### src/rtl/ebd_pkg.sv
// escape byte decoder package: decode phase type, character codes and helpers
// no dependencies; used by ebd_decode and escape_byte_decoder_unit
package ebd_pkg;

  localparam logic [7:0] CH_BSLASH = 8'h5C;
  localparam logic [7:0] CH_X      = 8'h78;
  localparam logic [7:0] CH_S      = 8'h73;
  localparam logic [7:0] CH_T      = 8'h74;
  localparam logic [7:0] CH_R      = 8'h72;
  localparam logic [7:0] CH_N      = 8'h6E;
  localparam logic [7:0] CH_0      = 8'h30;
  localparam logic [7:0] CH_9      = 8'h39;
  // c - 'a' + 10 folds into a single offset
  localparam logic [7:0] HEX_ALPHA_OFS = 8'h57;

  localparam logic [7:0] BYTE_SPACE = 8'h20;
  localparam logic [7:0] BYTE_TAB   = 8'h09;
  localparam logic [7:0] BYTE_CR    = 8'h0D;
  localparam logic [7:0] BYTE_LF    = 8'h0A;

  typedef enum logic [3:0] {
    PH_TEXT = 4'b0001,  // normal text
    PH_ESC  = 4'b0010,  // after backslash
    PH_HEX1 = 4'b0100,  // after \x, waiting for first hex char
    PH_HEX2 = 4'b1000   // first hex char held
  } ebd_phase_t;

  typedef struct packed {
    logic       valid;
    logic [7:0] data;
    logic       last;
  } ebd_result_t;

  function automatic logic [7:0] hex_value(input logic [7:0] c);
    logic [7:0] v;
    if (c inside {[CH_0:CH_9]}) begin
      v = c - CH_0;
    end else begin
      v = c - HEX_ALPHA_OFS;
    end
    return v;
  endfunction

  function automatic logic [7:0] escape_map(input logic [7:0] c);
    logic [7:0] v;
    case (c)
      CH_S:    v = BYTE_SPACE;
      CH_T:    v = BYTE_TAB;
      CH_R:    v = BYTE_CR;
      CH_N:    v = BYTE_LF;
      default: v = c;
    endcase
    return v;
  endfunction

endpackage

### src/rtl/ebd_decode.sv
// escape byte decoder: combinational decode of one byte against the current phase
// depends on ebd_pkg
module ebd_decode (
  input  ebd_pkg::ebd_phase_t  phase,
  input  logic [3:0]           hi_nib,
  input  logic [7:0]           byte_in,
  input  logic                 last_in,
  output ebd_pkg::ebd_result_t res,
  output ebd_pkg::ebd_phase_t  phase_nxt,
  output logic [3:0]           hi_nib_nxt
);
  import ebd_pkg::*;

  ebd_phase_t ph_eff;
  logic [7:0] hv;

  assign hv = hex_value(byte_in);

  always_comb begin
    // \x with only one byte left: that byte is plain text
    ph_eff = ((phase == PH_HEX1) && last_in) ? PH_TEXT : phase;
    res.valid  = 1'b0;
    res.data   = 8'h00;
    res.last   = last_in;
    phase_nxt  = PH_TEXT;
    hi_nib_nxt = hi_nib;
    case (ph_eff)
      PH_TEXT: begin
        if (byte_in != CH_BSLASH) begin
          res.valid = 1'b1;
          res.data  = byte_in;
        end else if (last_in) begin
          res.valid = 1'b1;
        end else begin
          phase_nxt = PH_ESC;
        end
      end
      PH_ESC: begin
        if (byte_in == CH_X) begin
          phase_nxt = PH_HEX1;
        end else begin
          res.valid = 1'b1;
          res.data  = escape_map(byte_in);
        end
      end
      PH_HEX1: begin
        hi_nib_nxt = hv[3:0];
        phase_nxt  = PH_HEX2;
      end
      PH_HEX2: begin
        res.valid = 1'b1;
        res.data  = {hi_nib, 4'h0} + hv;
      end
      default: begin
        phase_nxt = PH_TEXT;
      end
    endcase
    if (last_in) begin
      phase_nxt = PH_TEXT;
    end
  end

endmodule

### src/rtl/escape_byte_decoder_unit.sv
// escape byte decoder top level: input register, decode, result register
// depends on ebd_pkg and ebd_decode
//
// usage:
//   the input stream carries one escaped byte per beat on in_tdata, with
//   in_tlast on the final byte of a message. every input beat yields exactly
//   one output beat: out_tdata holds the decoded byte, out_tuser[0] says
//   whether a decoded byte is present (0 for the backslash and x of an escape
//   and for the first hex char), out_tlast copies the input's last flag.
//   out_tdata is zero when out_tuser[0] is low.
//   an input beat passes through the input register and then the result
//   register. throughput is one beat per cycle while out_tready stays high;
//   the decode phase and the held hex nibble are updated as a beat
//   moves into the result register, so the next byte decodes right behind it.
//   when the receiver drops out_tready the result register holds, the input
//   register fills, and in_tready falls only once both are occupied; no beat
//   is lost or repeated.
//   a synchronous low rst_n empties both registers and returns the decoder to
//   normal text; in_tlast also returns it to normal text at every message end.
module escape_byte_decoder_unit (
  input  logic       clk,
  input  logic       rst_n,
  input  logic       in_tvalid,
  output logic       in_tready,
  input  logic [7:0] in_tdata,   // [7:0] in_byte
  input  logic       in_tlast,   // in_last
  output logic       out_tvalid,
  input  logic       out_tready,
  output logic [7:0] out_tdata,  // [7:0] out_byte
  output logic [0:0] out_tuser,  // [0] out_valid
  output logic       out_tlast   // out_last
);
  import ebd_pkg::*;

  logic        in_v_r;
  logic [7:0]  in_byte_r;
  logic        in_last_r;
  logic        out_v_r;
  ebd_result_t out_res_r;
  ebd_phase_t  phase_r;
  logic [3:0]  hi_nib_r;

  ebd_result_t res_nxt;
  ebd_phase_t  phase_nxt;
  logic [3:0]  hi_nib_nxt;
  logic        out_free;
  logic        adv;
  logic        in_take;

  assign out_free  = !out_v_r || out_tready;
  assign adv       = in_v_r && out_free;
  assign in_tready = !in_v_r || out_free;
  assign in_take   = in_tvalid && in_tready;

  ebd_decode u_decode (
    .phase      (phase_r),
    .hi_nib     (hi_nib_r),
    .byte_in    (in_byte_r),
    .last_in    (in_last_r),
    .res        (res_nxt),
    .phase_nxt  (phase_nxt),
    .hi_nib_nxt (hi_nib_nxt)
  );

  always_ff @(posedge clk) begin
    if (!rst_n) begin
      in_v_r   <= 1'b0;
      out_v_r  <= 1'b0;
      phase_r  <= PH_TEXT;
      hi_nib_r <= 4'h0;
    end else begin
      if (in_take) begin
        in_v_r <= 1'b1;
      end else if (adv) begin
        in_v_r <= 1'b0;
      end
      if (adv) begin
        out_v_r  <= 1'b1;
        phase_r  <= phase_nxt;
        hi_nib_r <= hi_nib_nxt;
      end else if (out_tready) begin
        out_v_r <= 1'b0;
      end
    end
  end

  // payload registers
  always_ff @(posedge clk) begin
    if (in_take) begin
      in_byte_r <= in_tdata;
      in_last_r <= in_tlast;
    end
    if (adv) begin
      out_res_r <= res_nxt;
    end
  end

  assign out_tvalid   = out_v_r;
  assign out_tdata    = out_res_r.data;
  assign out_tuser[0] = out_res_r.valid;
  assign out_tlast    = out_res_r.last;

endmodule

### config.mk
export PLATFORM = sky130hd
export DESIGN_NAME = escape_byte_decoder_unit
export DESIGN_NICKNAME = d
export VERILOG_FILES = /design/src/rtl/ebd_pkg.sv /design/src/rtl/ebd_decode.sv /design/src/rtl/escape_byte_decoder_unit.sv
export SDC_FILE = /design/constraint.sdc
export NUM_CORES = 1
export LEC_CHECK = 0
export ABC_AREA = 1
export ABC_CLOCK_PERIOD_IN_PS = 2200
export BUFFER_PORTS_ARGS = -buffer_cell sky130_fd_sc_hd__buf_2
export CELL_PAD_IN_SITES_DETAIL_PLACEMENT = 0
export CELL_PAD_IN_SITES_GLOBAL_PLACEMENT = 2
export CORE_UTILIZATION = 31
export CTS_BUF_LIST = sky130_fd_sc_hd__clkbuf_8
export CTS_CLUSTER_DIAMETER = 120
export DETAILED_ROUTE_END_ITERATION = 7
export HOLD_SLACK_MARGIN = 0.15
export PLACE_DENSITY_LB_ADDON = 0.1
export SKIP_CTS_REPAIR_TIMING = 1
export SKIP_LAST_GASP = 1
export SLEW_MARGIN = 20
export SYNTH_ARGS = -nofsm -noshare
export SYNTH_HDL_FRONTEND = slang
export SYNTH_SLANG_ARGS = --single-unit
### constraint.sdc
create_clock -name clk -period 2.2 [get_ports clk]
set_clock_uncertainty 0.1 [all_clocks]
set_input_delay 0.11 -clock clk [delete_from_list [all_inputs] [get_ports clk]]
set_output_delay 0.11 -clock clk [all_outputs]
set_load 0.03 [all_outputs]
======== Word level (Yosys, flattened, before mapping) ========
Cells that the tools add are included.
word-level totals
  memories ................................ 0
  output and inout port bits .............. 12
  logic and storage cells ................. 52
  bits in latches ......................... 0
  RAM bits ................................ 0
  bits in read-only memories .............. 0
  register bits after elaboration ......... 29
operators by class
  reductions and logical operators ........ 11
  bitwise gates (word level) .............. 0
  add/subtract/negate cells ............... 3
  div/mod/pow operators ................... 0
  shifts and indexed selects .............. 0
  $mul .................................... 0
  $lt $le $gt $ge ......................... 2
  multiplexer cells ....................... 16
  eq/ne operators ......................... 11
operators by type and width
  cell                 count
  $eq 8x7->1 const B   5
  $pmux 8 s4           1
  $pmux 9 s3           1
  $mux 8               2
  $pmux 4 s3           1
  $mux 9               1
  $add 8x8->8          1
  $eq 4x3->1 const B   2
  $ge 8x6->1 const B   1
  $le 8x6->1 const B   1
  $mux 4               2
  $ne 8x7->1 const B   1
  $sub 8x6->8 const B  1
  $sub 8x7->8 const B  1
  $mux 1               6
  $eq 4x1->1 const B   1
  $eq 4x2->1 const B   1
  $eq 4x4->1 const B   1
  $logic_and 1x1->1    4
  $reduce_bool 2->1    2
  $mux 3               1
  $logic_not 1->1      2
  $logic_or 1x1->1     2
  $mux 2               1
  $reduce_and 2->1     1

======== Longest topological paths before layout ========
  depth in word-level cells ............... 6
  gate-level depth with buffers ........... 17

======== Modules after synthesis ========
Synthesis repeated with hierarchy kept, for this count alone.
second synthesis, totals
  cell total of the unflattened synthesis .. 278
  area, all modules ....................... 2113.3 µm²
modules (own cells, without submodules)
  module                    cells each  times used  area an instance (µm²)  seq. area each (µm²)
  ebd_decode                196         1           1077.3                  0.0
  escape_byte_decoder_unit  82          1           1036.0                  770.7

======== Least setup slack after synthesis ========
Ideal clock, no wire load.
  kind .................................... flip-flop to flip-flop
  start point ............................. register in_byte_r[0]
  end point ............................... register out_res_r, in the netlist out_tdata[7], data pin
  data required time ...................... 1847 ps
  period minus slack after synthesis ...... 2418 ps
  arrival ................................. 2064 ps
  path buffers ............................ 0
  cell stages (with the launch flop) ...... 17
  slack ................................... -218 ps
  path through ............................ edfxtp_1 -> inv_1 -> ha_1 -> o21ai_0 -> nand2_1 -> nand2_2 -> o21ai_0 -> a21oi_1 -> ha_1 -> a21oi_1 -> nand2_1 -> nand2_1 -> nand2_1 -> inv_1 -> nand2_1 -> nand3_1 -> nand2_1
RTL lines
  item                    line                            text
  from (decl)             escape_byte_decoder_unit.sv:36  logic [7:0] in_byte_r;
  from (signal assigned)  escape_byte_decoder_unit.sv:90  in_byte_r <= in_tdata;
  to (signal assigned)    escape_byte_decoder_unit.sv:94  out_res_r <= res_nxt;
  to (decl)               escape_byte_decoder_unit.sv:39  ebd_result_t out_res_r;

==> impl_metrics.ini <==
[status]
status = finished, violations left
violations = setup timing

[floorplan]
die_h_um = 77.65
coreArea_um2 = 5507
ios = 25
rows = 27
dieWidth_um = 77.65
start_util_pct = 32.22
die_area_um2 = 6030

[run]
cap_viol_max_count = 0

[yosys]
synth_top_cells_by_area = edfxtp_1 32%, nand2_1 14%, dfxtp_1 11%
postSynthNetCount = 253
postSynthCellCount = 228
synth.distinct_cells = 24
yosysWarnings = 0
post-synth-top-area-fraction_pct = 32.16
ys_ff_latch = 29
netlist_area_um2 = 1774
ys_seq_area_share_pct = 43.44
syn_avg_cell_area_um2 = 7.782
synth_top_area_cell = edfxtp_1

[power]
peakVddDrop_mv = 0.3235
p_leak_nw = 1.221
p_per_area_nw_per_um2 = 539.7
finalPower_w = 0.001342

[finish]
final_cells = 374
fin_nets = 326
layout_common_cells = 61 x nand2_1, 32 x inv_1, 29 x buf_4
areaGrowthSynthToFinish_pct = 40.20
postLayoutCoreUtil_pct = 45.17
final_common_cell = nand2_1
multi_input_area_um2 = 924.6
antenna_cells = 0
fillers = 576
ff_latch_area_um2 = 770.7
drive_gt1_share_pct = 30.79

[route]
drt-wirelength-per-cell_um = 11.63
drt_iter0_drc = 69
drc = 0
vias_per_cell = 4.361
drt_wl_total_um = 4349
ant_nets = 0
num_vias = 1631
drt_first_pass_iters = 5

[cts]
cts_inserted_buffers = 5
cts_tree = done
clk_pin_slew_ns = 0.07
cts_root_buffer = clkbuf_8
insertion_delay_ns = 0.29
clock_sink_count = 29
htreeDepth = 2
cts_buffer_depth = 2

[global_route]
track_usage_pct = 15.69
first_global_vias = 1489
overflow = 0
grt_pass1_wl_um = 7051
grt_max_degree = 16
antenna_found_initial = 0

[placement]
dp_cells = 350
pre_cts_ws_ns = -0.2826
place.gp.congestion = 0.8030
io_buffers = 24
dp_hpwl_um = 3500

[setup_path]
startpoint = in_byte_r[0]
crit_path_end = out_tdata[5]
required_ns = 2.13
worstPathMaxFanout = 5
crit_type = reg -> reg
crit_arrival_ns = 2.37
regToRegSetupSlack_ns = -0.24
worstReg2RegStart = in_byte_r[0]
cp-end-kind = register
critPathLaunchType = register
timing.rr.end = out_tdata[5]
worstRegToRegCells = 10

[timing]
worst_pin_slew_ns = 0.4909
relSlewSlack_pct = 67.24
min_period_over_period_pct = 110.8
fmax_ghz = 0.4102
tns_ns = -0.5218
period_minus_slack_ns = 2.438
grt_setup_unrepaired = true
hold_violations = 0
setup_viol = 3
drv_slew = 0
fin_ws_ns = -0.2377

[min_path]
min-delay-path-class = reg -> reg
==> cells in the mapped netlist <==
library cell,number
nand2_1,66
inv_1,36
nand3_1,23
edfxtp_1,19
o21ai_0,14
a21oi_1,13
nor2_1,13
ha_1,11
dfxtp_1,10
nand4_1,5
nand2_2,3
o21ai_1,2
xor2_1,2
buf_6,1
fa_1,1
inv_2,1
nand2_4,1
nand3_2,1
nor2_2,1
nor3_1,1
nor3_4,1
o211ai_1,1
or2_2,1
xnor2_1,1
==> per-stage QoR <==
| step | instance area, um^2 | hold WS (ns) |
|---|---|---|
| after floorplan | 1797 | 0.1089 |
| after global placement | 2198 | 0.1862 |
| after detailed placement | 2198 | 0.1881 |
| after CTS | 2283 | -0.1161 |
| after global routing | 2487 | 0.4184 |
| final | 2487 | 0.4064 |
==> worst max-delay path, stage by stage, from the launching register on <==
cell	delay (ns)
edfxtp_1	0.48
ha_2	0.24
nand2_2	0.08
nand2_2	0.07
nor2_2	0.10
xor2_1	0.19
ha_2	0.22
inv_2	0.04
fa_2	0.50
or2_2	0.11
nand3_2	0.06
==> worst min-delay path by stage <==
stage	cells after the start	slack [ns]	startpoint	end
2_1_floorplan	0	0.11	in_tdata[0]	in_byte_r[0]
3_3_place_gp	1	0.19	in_tlast	in_last_r
3_5_place_dp	1	0.19	in_tdata[5]	in_byte_r[5]
4_1_cts	1	-0.12	in_tdata[7]	in_byte_r[7]
5_1_grt	2	0.42	in_tlast	in_last_r
6_report	2	0.41	phase_r[0]	phase_r[0]
==> power by group <==
| group | leakage, nW | switching [W] | internal [W] | total (W) |
|---|---|---|---|---|
| Combinational | 0.908 | 0.000160 | 0.000121 | 0.000281 |
| Sequential | 0.264 | 0.0000164 | 0.000614 | 0.000631 |
| Clock | 0.0482 | 0.000213 | 0.000218 | 0.000431 |
| Total | 1.22 | 0.000389 | 0.000954 | 0.00134 |
==> kinds of logic (layout without fill, tap and decap cells) <==
kind of cell / count (synthesis) / in the layout / share of synthesized area [%]
AO/OA/AOI/OAI: 30 / 30 / 8.604
buffers and inverters: 38 / 112 / 8.462
adder cells (fa/ha/maj): 12 / 12 / 8.886
AND/OR/NAND/NOR: 116 / 116 / 29.13
flip-flops: 29 / 29 / 43.44
XOR/XNOR: 3 / 3 / 1.481
==> registers in the layout, summed over array words and instances (netlist names) <==
name	count
out_tvalid	1
in_last_r	1
hi_nib_r	4
out_tdata	8
out_tuser	1
phase_r	4
in_byte_r	8
in_v_r	1
out_tlast	1
==> per-layer routing <==
metal	track usage, %	routed length (um)	vias up
met3	3.882	131	7
met1	20.60	2213	708
met2	24.60	1933	29
li1	-	-	887
met4	6.226	70	0
met5	0	0	-
==> cell type report <==
cell class	count	area share (%)
clock buffers	5	2.767
inverters	37	5.583
multi-input cells	161	37.17
flip-flops and latches	29	30.99
repair buffers	67	19.22
clock inverters	3	0.6539
well taps	72	3.622
(Power assumes the default switching activity.)
